===== config.mk =====
export PLATFORM = sky130hd
export DESIGN_NAME = scene_policy_hysteresis_unit
export DESIGN_NICKNAME = d
export VERILOG_FILES = /design/src/rtl/spht_pkg.sv /design/src/rtl/spht_decide.sv /design/src/rtl/scene_policy_hysteresis_unit.sv
export SDC_FILE = /design/constraint.sdc
export NUM_CORES = 1
export LEC_CHECK = 0
export BUFFER_PORTS_ARGS = -buffer_cell sky130_fd_sc_hd__buf_2
export CAP_MARGIN = 20
export CORE_MARGIN = 2
export CORE_UTILIZATION = 48
export DETAILED_ROUTE_END_ITERATION = 8
export GPL_TIMING_DRIVEN = 0
export PLACE_DENSITY = 0.67
export SLEW_MARGIN = 15
export SYNTH_ARGS = -nofsm -noshare
export SYNTH_HDL_FRONTEND = slang
export SYNTH_SLANG_ARGS = --single-unit

===== constraint.sdc =====
create_clock -name aclk -period 7.24 [get_ports aclk]
set_input_delay 0.362 -clock aclk [delete_from_list [all_inputs] [get_ports aclk]]
set_output_delay 0.362 -clock aclk [all_outputs]
set_load 0.05 [all_outputs]

===== src/rtl/spht_pkg.sv =====
// spht_pkg: shared types, codes and lookup tables for the scene policy hysteresis unit
// no dependencies; imported by spht_decide, scene_policy_hysteresis_unit, spht_checker and tb
`timescale 1ns / 1ps

package spht_pkg;

    localparam int FRAME_BITS = 32;
    localparam int COUNT_BITS = 32;

    // class codes
    localparam logic [2:0] CLASS_NONE  = 3'd0;
    localparam logic [2:0] CLASS_PANIC = 3'd6;

    // mode label codes
    localparam logic [2:0] LABEL_INITIAL = 3'd0;
    localparam logic [2:0] LABEL_UNKNOWN = 3'd6;
    localparam logic [2:0] LABEL_PANIC   = 3'd7;

    // decision reason codes
    localparam logic [2:0] WHY_INITIAL  = 3'd0;
    localparam logic [2:0] WHY_PANIC    = 3'd1;
    localparam logic [2:0] WHY_LOWCONF  = 3'd2;
    localparam logic [2:0] WHY_HIGHCONF = 3'd3;
    localparam logic [2:0] WHY_PIN      = 3'd4;

    // mask mode codes
    localparam logic [1:0] MASK_NONE     = 2'd0;
    localparam logic [1:0] MASK_MOSAIC   = 2'd1;
    localparam logic [1:0] MASK_BLUR     = 2'd2;
    localparam logic [1:0] MASK_BLACKOUT = 2'd3;

    // encode hint codes
    localparam logic [1:0] HINT_BALANCED = 2'd0;
    localparam logic [1:0] HINT_TEXT     = 2'd1;
    localparam logic [1:0] HINT_DETAIL   = 2'd2;
    localparam logic [1:0] HINT_MOTION   = 2'd3;

    // configuration register indexes
    localparam logic [1:0] REG_CONF_THRESHOLD = 2'd0;
    localparam logic [1:0] REG_RUN_LENGTH     = 2'd1;
    localparam logic [1:0] REG_SWITCH_GAP     = 2'd2;

    localparam logic [15:0] CONF_THRESHOLD_RST = 16'd32768;
    localparam logic [7:0]  RUN_LENGTH_RST     = 8'd3;
    localparam logic [15:0] SWITCH_GAP_RST     = 16'd150;

    typedef struct packed {
        logic        panic_active;
        logic        panic_source;
        logic [2:0]  label_class;
        logic [2:0]  source_class;
        logic [2:0]  scene_type;
        logic [15:0] confidence;
        logic [31:0] frame_index;
    } item_t;

    typedef struct packed {
        logic [15:0] confidence_threshold;
        logic [7:0]  switch_run_length;
        logic [15:0] min_switch_gap;
    } cfg_t;

    typedef struct packed {
        logic [2:0]            stable_class;
        logic [2:0]            pending_class;
        logic [7:0]            pending_run;
        logic [FRAME_BITS-1:0] last_switch_frame;
        logic                  switch_seen;
        logic [2:0]            held_label;
        logic [2:0]            held_reason;
        logic [COUNT_BITS-1:0] switch_count;
        logic [COUNT_BITS-1:0] low_conf_count;
    } state_t;

    function automatic logic [1:0] label_mask(input logic [2:0] label);
        logic [1:0] m;
        case (label)
            3'd1, 3'd4: m = MASK_MOSAIC;
            3'd2, 3'd3: m = MASK_BLUR;
            3'd5, 3'd7: m = MASK_BLACKOUT;
            default:    m = MASK_NONE;
        endcase
        return m;
    endfunction

    function automatic logic [1:0] label_hint(input logic [2:0] label);
        logic [1:0] h;
        case (label)
            3'd1:    h = HINT_TEXT;
            3'd2:    h = HINT_DETAIL;
            3'd3:    h = HINT_MOTION;
            default: h = HINT_BALANCED;
        endcase
        return h;
    endfunction

    function automatic logic [2:0] scene_to_class(input logic [2:0] scene);
        logic [2:0] c;
        case (scene)
            3'd1, 3'd2, 3'd3, 3'd4, 3'd5: c = scene;
            3'd6:    c = 3'd3;
            default: c = CLASS_NONE;
        endcase
        return c;
    endfunction

    function automatic logic is_class(input logic [2:0] c);
        return (c >= 3'd1) && (c <= 3'd5);
    endfunction

    function automatic logic [COUNT_BITS-1:0] sat_inc(input logic [COUNT_BITS-1:0] c);
        return (c == '1) ? c : c + 1'b1;
    endfunction

endpackage


===== src/rtl/spht_decide.sv =====
// spht_decide: next-state logic for one frame of the hysteresis policy
// depends on spht_pkg for item, configuration and state types
`timescale 1ns / 1ps

module spht_decide (
    input  spht_pkg::item_t  item,
    input  spht_pkg::cfg_t   cfg,
    input  spht_pkg::state_t st,
    output spht_pkg::state_t st_next
);
    import spht_pkg::*;

    logic [2:0]            cls;
    logic [FRAME_BITS-1:0] frame;
    logic [FRAME_BITS-1:0] gap;
    logic [7:0]            run_new;
    logic                  gap_ok;
    logic                  run_ok;

    always_comb begin
        if (is_class(item.label_class)) begin
            cls = item.label_class;
        end else if (is_class(item.source_class)) begin
            cls = item.source_class;
        end else begin
            cls = scene_to_class(item.scene_type);
        end
    end

    assign frame = FRAME_BITS'(item.frame_index);
    assign gap   = frame - st.last_switch_frame;

    always_comb begin
        if (st.pending_class == cls) begin
            run_new = (st.pending_run == 8'hFF) ? st.pending_run : st.pending_run + 8'd1;
        end else begin
            run_new = 8'd1;
        end
    end

    assign gap_ok = !st.switch_seen || (gap >= FRAME_BITS'(cfg.min_switch_gap));
    assign run_ok = run_new >= cfg.switch_run_length;

    always_comb begin
        st_next = st;
        if (item.panic_active || item.panic_source) begin
            if (st.held_label != LABEL_PANIC) begin
                st_next.switch_count      = sat_inc(st.switch_count);
                st_next.last_switch_frame = frame;
                st_next.switch_seen       = 1'b1;
            end
            st_next.held_label    = LABEL_PANIC;
            st_next.held_reason   = WHY_PANIC;
            st_next.stable_class  = CLASS_PANIC;
            st_next.pending_class = CLASS_NONE;
            st_next.pending_run   = 8'd0;
        end else if (item.confidence < cfg.confidence_threshold || cls == CLASS_NONE) begin
            st_next.low_conf_count = sat_inc(st.low_conf_count);
            if (st.stable_class == CLASS_NONE) begin
                st_next.held_label = LABEL_UNKNOWN;
            end
            st_next.held_reason   = WHY_LOWCONF;
            st_next.pending_class = CLASS_NONE;
            st_next.pending_run   = 8'd0;
        end else if (cls == st.stable_class) begin
            st_next.pending_class = CLASS_NONE;
            st_next.pending_run   = 8'd0;
            st_next.held_reason   = WHY_HIGHCONF;
        end else if (gap_ok && run_ok) begin
            if (st.held_label != cls) begin
                st_next.switch_count      = sat_inc(st.switch_count);
                st_next.last_switch_frame = frame;
                st_next.switch_seen       = 1'b1;
            end
            st_next.held_label    = cls;
            st_next.held_reason   = WHY_HIGHCONF;
            st_next.stable_class  = cls;
            st_next.pending_class = CLASS_NONE;
            st_next.pending_run   = 8'd0;
        end else begin
            st_next.pending_class = cls;
            st_next.pending_run   = run_new;
            st_next.held_reason   = WHY_PIN;
        end
    end

endmodule


===== src/rtl/scene_policy_hysteresis_unit.sv =====
// scene_policy_hysteresis_unit: top level with input register, policy state and result register
// depends on spht_pkg and spht_decide
//
//  channel | ports                   | direction | role
//  s_      | s_valid / s_ready       | in        | one frame classifier request
//  m_      | m_valid / m_ready       | out       | one held masking decision per request
//  cfg_    | cfg_valid / cfg_ready   | in        | register write, index and data
//
//  a request waits in the input register, then its decision is registered in the result register;
//  one request accepted every cycle while the result side does not stall
//  the policy state update is a loop from the policy state register through spht_decide
//  a stalled result holds the input register, which keeps accepting while it is free
//  aresetn clears state, counters and valids and restores register defaults
`timescale 1ns / 1ps

module scene_policy_hysteresis_unit (
    input  logic        aclk,
    input  logic        aresetn,

    input  logic        s_valid,
    output logic        s_ready,
    input  logic        s_panic_active,
    input  logic        s_panic_source,
    input  logic [2:0]  s_label_class,
    input  logic [2:0]  s_source_class,
    input  logic [2:0]  s_scene_type,
    input  logic [15:0] s_confidence,
    input  logic [31:0] s_frame_index,

    output logic        m_valid,
    input  logic        m_ready,
    output logic [1:0]  m_cover_mode,
    output logic [1:0]  m_codec_hint,
    output logic [2:0]  m_policy_label,
    output logic [2:0]  m_decision_reason,
    output logic [2:0]  m_published_class,
    output logic [31:0] m_switch_total,
    output logic [31:0] m_low_conf_total,

    input  logic        cfg_valid,
    output logic        cfg_ready,
    input  logic [1:0]  cfg_index,
    input  logic [15:0] cfg_data
);
    import spht_pkg::*;

    cfg_t   cfg_reg;
    item_t  item_reg;
    logic   in_valid_reg;
    state_t st_reg;
    state_t st_next;
    logic   out_valid_reg;
    logic   advance;

    logic [1:0]  mask_reg;
    logic [1:0]  hint_reg;
    logic [2:0]  label_reg;
    logic [2:0]  reason_reg;
    logic [2:0]  class_reg;
    logic [31:0] switch_total_reg;
    logic [31:0] low_conf_total_reg;

    assign advance   = in_valid_reg && (!out_valid_reg || m_ready);
    assign s_ready   = !in_valid_reg || advance;
    assign cfg_ready = 1'b1;

    // configuration registers
    always_ff @(posedge aclk) begin
        if (!aresetn) begin
            cfg_reg.confidence_threshold <= CONF_THRESHOLD_RST;
            cfg_reg.switch_run_length    <= RUN_LENGTH_RST;
            cfg_reg.min_switch_gap       <= SWITCH_GAP_RST;
        end else if (cfg_valid && cfg_ready) begin
            unique case (cfg_index)
                REG_CONF_THRESHOLD: cfg_reg.confidence_threshold <= cfg_data;
                REG_RUN_LENGTH:     cfg_reg.switch_run_length    <= cfg_data[7:0];
                REG_SWITCH_GAP:     cfg_reg.min_switch_gap       <= cfg_data;
                default: ;
            endcase
        end
    end

    // input register
    always_ff @(posedge aclk) begin
        if (!aresetn) begin
            in_valid_reg <= 1'b0;
        end else if (s_ready) begin
            in_valid_reg <= s_valid;
        end
    end

    always_ff @(posedge aclk) begin
        if (s_valid && s_ready) begin
            item_reg.panic_active <= s_panic_active;
            item_reg.panic_source <= s_panic_source;
            item_reg.label_class  <= s_label_class;
            item_reg.source_class <= s_source_class;
            item_reg.scene_type   <= s_scene_type;
            item_reg.confidence   <= s_confidence;
            item_reg.frame_index  <= s_frame_index;
        end
    end

    spht_decide u_decide (
        .item    (item_reg),
        .cfg     (cfg_reg),
        .st      (st_reg),
        .st_next (st_next)
    );

    // policy state
    always_ff @(posedge aclk) begin
        if (!aresetn) begin
            st_reg.stable_class      <= CLASS_NONE;
            st_reg.pending_class     <= CLASS_NONE;
            st_reg.pending_run       <= 8'd0;
            st_reg.last_switch_frame <= '0;
            st_reg.switch_seen       <= 1'b0;
            st_reg.held_label        <= LABEL_INITIAL;
            st_reg.held_reason       <= WHY_INITIAL;
            st_reg.switch_count      <= '0;
            st_reg.low_conf_count    <= '0;
        end else if (advance) begin
            st_reg <= st_next;
        end
    end

    // result register
    always_ff @(posedge aclk) begin
        if (!aresetn) begin
            out_valid_reg <= 1'b0;
        end else if (advance) begin
            out_valid_reg <= 1'b1;
        end else if (m_ready) begin
            out_valid_reg <= 1'b0;
        end
    end

    always_ff @(posedge aclk) begin
        if (advance) begin
            mask_reg           <= label_mask(st_next.held_label);
            hint_reg           <= label_hint(st_next.held_label);
            label_reg          <= st_next.held_label;
            reason_reg         <= st_next.held_reason;
            class_reg          <= st_next.stable_class;
            switch_total_reg   <= 32'(st_next.switch_count);
            low_conf_total_reg <= 32'(st_next.low_conf_count);
        end
    end

    assign m_valid           = out_valid_reg;
    assign m_cover_mode      = mask_reg;
    assign m_codec_hint      = hint_reg;
    assign m_policy_label    = label_reg;
    assign m_decision_reason = reason_reg;
    assign m_published_class = class_reg;
    assign m_switch_total    = switch_total_reg;
    assign m_low_conf_total  = low_conf_total_reg;

    // a stable panic class is always shown with the panic label
    assert property (@(posedge aclk) disable iff (!aresetn)
        st_reg.stable_class == CLASS_PANIC |-> st_reg.held_label == LABEL_PANIC)
        else $error("stable panic class without panic label");

    // a pending candidate and its run count are set and cleared together
    assert property (@(posedge aclk) disable iff (!aresetn)
        (st_reg.pending_class == CLASS_NONE) == (st_reg.pending_run == 8'd0))
        else $error("pending class and run count disagree");

    // policy state moves only when a request is processed
    assert property (@(posedge aclk) disable iff (!aresetn)
        !advance |=> $stable(st_reg))
        else $error("policy state changed without a request");

    // the switch counter never goes backwards
    assert property (@(posedge aclk) disable iff (!aresetn)
        $past(aresetn) |-> st_reg.switch_count >= $past(st_reg.switch_count))
        else $error("switch counter decreased");

    // a waiting result blocks processing until taken
    assert property (@(posedge aclk) disable iff (!aresetn)
        out_valid_reg && !m_ready |-> !advance)
        else $error("result overwritten while stalled");

endmodule


==> impl_metrics.tcl, run 1 <==
set metrics [dict create \
    status "completed" \
    regArea_mm2 0.00721 \
    dieWidth_um 182 \
    syn_inst 1590 \
    grt_pass1_vias 11500 \
    clk_pin_slew_worst_paths_ps 60 \
    drcViolationCount 0 \
    cts.sinks 292 \
    path_delay_family "compound AO/OA/AOI/OAI gates" \
    synth_enable_flop_cells 136 \
    fin_skew_ps 15.4 \
    drv_cap 0 \
    p_comb_share_pct 14.4 \
    synth_flop_cell "dfxtp_1" \
    route.final.wire_length_um 35900 \
    yosysUniqueCellTypes 76 \
    cts_made_buffers 31 \
    peakVddDrop_uv 174 \
    avgSynthCellArea_um2 9.57 \
    dieArea_mm2 0.0331 \
    tightest_slew_ps 964 \
    fin_util_pct 58.1 \
    synth_nets 1746 \
    p_sw_share_pct 26.6 \
    clkLatencyLatePin_ps 580 \
    diodes 0 \
    wl_per_cell_um 15.8 \
    tns_ps 0 \
    crit_path_max_fanout 10 \
    holdCritPathClass "input port to flop" \
    dieHeight_um 182 \
    endpoint_kind "flop" \
    finalNetCount 1998 \
    coreArea_mm2 0.0314 \
    max_stage_delay_ps 680 \
    num_io_pins 162 \
    area_growth_pct 19.8 \
    max_freq_mhz 154 \
    fillers 2756 \
    max_slew_margin_pct 35.2 \
    dp_slack_ps 778 \
    finalHoldViolations 0 \
    via_per_inst 5.41 \
    largest_reg_flops 114 \
    io_buffers 159 \
    path_cells "inv_1 -> ha_1 -> inv_1 -> fa_1 -> a21o_1 -> a221o_2 -> a211o_1 -> a21oi_1 -> xnor2_1 -> ha_1 -> nand4_1 -> nor3_1 -> or4b_2 -> a221oi_1 -> nand4_1 -> nor3_1 -> nand4_1 -> nor4_1 -> a2bb2oi_1 -> buf_2 -> clkbuf_1 -> nor2_1 -> xor2_1" \
    p_int_mw 2.99 \
    cts_tree "yes" \
    powerDensity_mw_per_mm2 223 \
    first_pass_iters 5 \
    antenna_left 0 \
    worstPathRequired_ps 7540 \
    worst-path-buf-inv 4 \
    crit_type "flop to flop" \
    grt-ovfl-total 0 \
    start_kind "flop" \
    finalCriticalPeriod_ps 6500 \
    globalplace.congestion 0.905 \
    cts_resized 0 \
    yosysWarnings 0 \
    rsz0062_at_grt "no" \
    cts_root_buf "clkbuf_16" \
    final_min_period_over_clock_period_pct 89.8 \
    vias 12300 \
    slowest_stage "a2bb2oi_1" \
    antenna_found_initial 0 \
    dp_hpwl_um 26600 \
    post-cts-setup-buffers 0 \
    grt_util_all_layers_pct 21.4 \
    drv_slew 0 \
    seq_power_share_pct 44.7 \
    drive_above_1_share_pct 13.4 \
    drtIter0Drc 698 \
    total_leakage_power_nw 6.90 \
    grt_start_max_net_pins 58 \
    placementRows 65 \
    clock_path_buffers 3 \
    multi_input_area_mm2 0.00737 \
    power_frac_clock_pct 40.9 \
    yosysSeqAreaShare_pct 47.4 \
    fin_ws_ps 736 \
    cts_max_level 1 \
    grt_pass1_wl_um 58500 \
    setup_violations 0 \
    async_reset_ff_share_pct 0 \
    ys_ff_latch 292 \
    arrival_ps 6810 \
    syn-cell-area_mm2 0.0152 \
    power.switching_mw 1.08 \
    initial_core_util_pct 48.5 \
    cp_common_cell "nand4_1" \
]
-- kinds of logic (layout without fill, tap and decap cells) --
| logic type | Yosys count | after routing | share of synthesized area (%) |
|---|---|---|---|
| fa+ha+maj | 75 | 75 | 6.20 |
| xor+xnor | 124 | 124 | 7.14 |
| flops | 292 | 292 | 47.4 |
| simple gates | 572 | 572 | 18.0 |
| buf+inv | 163 | 440 | 4.25 |
| other cells | 1 | 1 | 0.0246 |
| mux | 55 | 55 | 3.74 |
| compound gates | 308 | 308 | 13.3 |
-- metrics by stage --
step | std cells | instance area, um^2 | power, mW | hold slack (ps)
after floorplan | 1590 | 15200 | 2.26 | 432
after global placement | 2151 | 16500 | 2.41 | 446
after detailed placement | 2153 | 16600 | 2.42 | 450
after CTS | 2269 | 18200 | 4.11 | 0.583
after global routing | 2269 | 18200 | 4.24 | 5.72
final | 2269 | 18200 | 4.07 | 17.8
-- worst register-to-register path: stages, from the launching register on --
cell,delay [ps]
edfxtp_1,430
inv_1,90
ha_1,180
inv_1,60
fa_1,400
a21o_1,190
a221o_2,430
a211o_1,320
a21oi_1,170
xnor2_1,150
ha_1,270
nand4_1,110
nor3_1,70
or4b_2,610
a221oi_1,230
nand4_1,130
nor3_1,230
nand4_1,140
nor4_1,270
a2bb2oi_1,680
buf_2,340
clkbuf_1,450
nor2_1,120
xor2_1,180
-- power groups by stage --
stage	combinational (mW)	sequential, mW	clock [mW]
CTS	0.586	1.82	1.70
global route	0.645	1.83	1.77
floorplan	0.330	1.93	0
global placement	0.548	1.86	0
detailed placement	0.560	1.86	0
finish	0.588	1.82	1.66
-- synthesized netlist by cell type (all sizes together) (12+ instances only) --
cell    number  area share [%]
a21o        24             1.2
a21oi      100             3.3
a31oi       12            0.49
and3        24            0.99
buf         14            0.58
clkbuf      57             1.4
dfxtp      156              21
edfxtp     136              27
ha          73             6.0
inv         92             2.3
mux2i       49             3.2
nand2      162             4.0
nand2b      25             1.0
nand3       47             1.5
nand4       24            0.99
nor2       174             4.3
nor3        25            0.82
o211ai      19            0.94
o21ai       53             1.7
o31ai       20            0.99
or3         19            0.78
or4         14            0.69
xnor2       65             3.7
xor2        59             3.4
-- per-layer routing --
| metal | track usage (%) | wire, um | vias to the layer above | share of wire, % |
|---|---|---|---|---|
| met1 | 29.4 | 16300 | 5726 | 45 |
| met3 | 2.71 | 2080 | 52 | 5.8 |
| met2 | 36.1 | 16800 | 330 | 47 |
| met5 | 0 | 0 | - | 0 |
| li1 | - | - | 6177 | - |
| met4 | 5.39 | 761 | 0 | 2.1 |
-- cell type report --
| cell class | instances | share of cell area [%] |
|---|---|---|
| Buffer | 71 | 1.67 |
| Clock buffer | 39 | 4.70 |
| Clock inverter | 19 | 1.24 |
| Inverter | 92 | 1.89 |
| Multi-Input combinational cell | 1135 | 40.4 |
| Sequential cell | 292 | 39.5 |
| Tap cell | 402 | 2.76 |
| Timing Repair Buffer | 219 | 7.81 |
-- cells in the final DEF, fill, tap and decap left out, types with 7 or more instances in the layout --
| cell | netlist | routed |
|---|---|---|
| inv_1 | 91 | 91 |
| nor3_1 | 25 | 25 |
| nand2_1 | 162 | 162 |
| o21a_1 | 8 | 8 |
| nand3_1 | 47 | 47 |
| a21oi_1 | 100 | 100 |
| nand2b_1 | 25 | 25 |
| clkbuf_1 | 57 | 60 |
| mux2i_1 | 49 | 49 |
| clkbuf_16 | 0 | 32 |
| nor2_1 | 173 | 173 |
| o211ai_1 | 19 | 19 |
| o31ai_1 | 20 | 20 |
| buf_2 | 4 | 163 |
| ha_1 | 73 | 73 |
| or3_1 | 19 | 19 |
| or4_1 | 14 | 14 |
| a211oi_1 | 10 | 10 |
| o21ai_0 | 53 | 53 |
| edfxtp_1 | 136 | 136 |
| xnor2_1 | 65 | 65 |
| and4_1 | 8 | 8 |
| a21o_1 | 24 | 24 |
| dfxtp_1 | 156 | 156 |
| dlygate4sd3_1 | 0 | 58 |
| and2_1 | 8 | 7 |
| nor2b_1 | 10 | 10 |
| a31oi_1 | 12 | 12 |
| and3_1 | 24 | 24 |
| xor2_1 | 59 | 59 |
| nor4_1 | 9 | 9 |
| nand4_1 | 24 | 24 |
-- what timing repair did --
action / in CTS / in global routing
hold buffers: 58 / 0
hold endpoints to repair: 58 / 0
setup endpoints to repair: 0 / 0
-- final timing paths --
check,from,endpoint,slack (ps),cells past startpoint
setup / recovery,item_reg[0]$_DFFE_PP_,m_switch_total[28]$_DFFE_PP_,740,23
hold / removal,s_valid,in_valid_reg$_SDFFE_PN0N_,20,3
setup reg to reg,item_reg[0]$_DFFE_PP_,m_switch_total[28]$_DFFE_PP_,740,23
hold reg to reg,cfg_reg[11]$_SDFFE_PN0P_,cfg_reg[11]$_SDFFE_PN0P_,460,2
(Power assumes the default switching activity.)
==> inputs of run 2 (changes only) <==
- SYNTH_HIERARCHICAL: default -> 1
==> impl_metrics.tcl, run 2 <==
set metrics [dict create \
    status "completed" \
    clk_pin_slew_worst_paths_ps 60 \
    total_leakage_power_nw 7.04 \
    finalCriticalPeriod_ps 6210 \
    start_kind "flop" \
    clkLatencyLatePin_ps 520 \
    endpoint_kind "flop" \
    powerDensity_mw_per_mm2 232 \
    crit_type "flop to flop" \
    peakVddDrop_uv 161 \
    via_per_inst 5.41 \
    drtIter0Drc 690 \
    crit_path_max_fanout 7 \
    globalplace.congestion 0.873 \
    diodes 0 \
    cts_tree "yes" \
    cts_resized 0 \
    cts.sinks 292 \
    final_common_cell "nand2_1" \
    tightest_slew_ps 848 \
    antenna_found_initial 0 \
    worstPathRequired_ps 7510 \
    area_growth_pct 17.0 \
    wl_per_cell_um 16.3 \
    grt_util_all_layers_pct 21.3 \
    avgSynthCellArea_um2 9.72 \
    fillers 2823 \
    dieHeight_um 184 \
    setup_violations 0 \
    drcViolationCount 0 \
    cts_root_buf "clkbuf_16" \
    tns_ps 0 \
    io_buffers 159 \
    max_slew_margin_pct 43.3 \
    grt_start_max_net_pins 87 \
    yosysWarnings 6 \
    holdCritPathClass "input port to flop" \
    dp_hpwl_um 26900 \
    grt_pass1_wl_um 58300 \
    largest_reg_flops 114 \
    regArea_mm2 0.00721 \
    cts_made_buffers 34 \
    first_pass_iters 5 \
    arrival_ps 6480 \
    rsz0062_at_grt "no" \
    placementRows 65 \
    drv_cap 0 \
    max_stage_delay_ps 540 \
    num_io_pins 162 \
    grt-ovfl-total 0 \
    coreArea_mm2 0.0317 \
    syn_inst 1599 \
    slowest_stage "o21ai_0" \
    multi_input_area_mm2 0.00757 \
    max_freq_mhz 161 \
    syn-cell-area_mm2 0.0155 \
    path_cells "ha_1 -> nor2b_1 -> o2111ai_1 -> a2111o_1 -> a21oi_1 -> nor2_1 -> xnor2_1 -> ha_1 -> nand4_1 -> nor3_1 -> a2111oi_0 -> o2111ai_1 -> nor4_1 -> nand4_1 -> a2111oi_4 -> nand4_2 -> nand3_1 -> nor2_1 -> o21ai_0 -> inv_1 -> maj3_1" \
    final_cell_mix "323 x nand2_1, 177 x buf_2, 156 x dfxtp_1, 136 x edfxtp_1, 125 x mux2i_1" \
    finalHoldViolations 0 \
    cts_max_level 2 \
    drv_slew 0 \
    grt_pass1_vias 11600 \
    final_min_period_over_clock_period_pct 85.8 \
    dieWidth_um 184 \
    finalNetCount 1964 \
    vias 12100 \
    clock_path_buffers 3 \
    dp_cells 2161 \
    dieArea_mm2 0.0338 \
    route.final.wire_length_um 36400 \
    antenna_left 0 \
    fin_skew_ps 23.4 \
    fin_cells 2236 \
    synth_nets 1755 \
    initial_core_util_pct 49.0 \
    drive_above_1_share_pct 15.4 \
]
run 2: timing repair:
action,in CTS,in global routing
hold buffers,12,0
buffers inserted,0,0
endpoints found under the hold margin,12,0
run 2: per-stage QoR:
stage	hold WS (ps)	cell area, um^2	utilization, %	total power [mW]	setup WS, ps
after floorplan	435	15500	-	2.28	2380
after global placement	443	16800	53.1	2.43	1070
after detailed placement	452	16900	53.2	2.45	1040
after CTS	0.437	18200	57.3	4.26	1040
after global routing	5.36	18200	57.4	4.38	611
final	16.7	18200	57.4	4.22	1030
run 2: worst max-delay path, delay by kind of cell (launching register included):
| kind | cells | cell delay, ps |
|---|---|---|
| flip-flops | 1 | 480 |
| adder cells (fa/ha/maj) | 3 | 950 |
| XOR/XNOR | 1 | 230 |
| buffers and inverters | 1 | 140 |
| AO/OA/AOI/OAI | 7 | 2450 |
| AND/OR/NAND/NOR | 9 | 1690 |
run 2: layer usage:
metal,global-route usage [%],share of wire (%)
met5,0,0
met4,6.37,2.4
met3,2.71,4.5
met2,36.7,48
met1,28.1,45
run 2: layout make-up:
class / count / share of cell area (%)
tap: 402 / 2.76
clock inverter: 18 / 1.33
clock buffer: 44 / 5.16
sequential: 292 / 39.6
multi-input combinational: 1138 / 41.6
inverter: 85 / 1.75
buffer: 84 / 2.50
timing repair buffer: 173 / 5.29
run 2: where the power goes:
group	leakage, nW	total, mW	internal (mW)	switching, mW
Sequential	2.52	1.82	1.79	0.0325
Combinational	3.93	0.593	0.213	0.381
Clock	0.582	1.80	1.11	0.695
Total	7.04	4.22	3.11	1.11
run 2: final timing paths:
kind | from | to | slack (ps) | cells past startpoint
min reg2reg | st_reg[70]$_SDFFE_PN0P_ | st_reg[70]$_SDFFE_PN0P_ | 460 | 2
min | s_frame_index[21] | item_reg[21]$_DFFE_PP_ | 20 | 1
max | item_reg[1]$_DFFE_PP_ | m_cover_mode[0]$_DFFE_PP_ | 1030 | 21
max reg2reg | item_reg[1]$_DFFE_PP_ | m_cover_mode[0]$_DFFE_PP_ | 1030 | 21
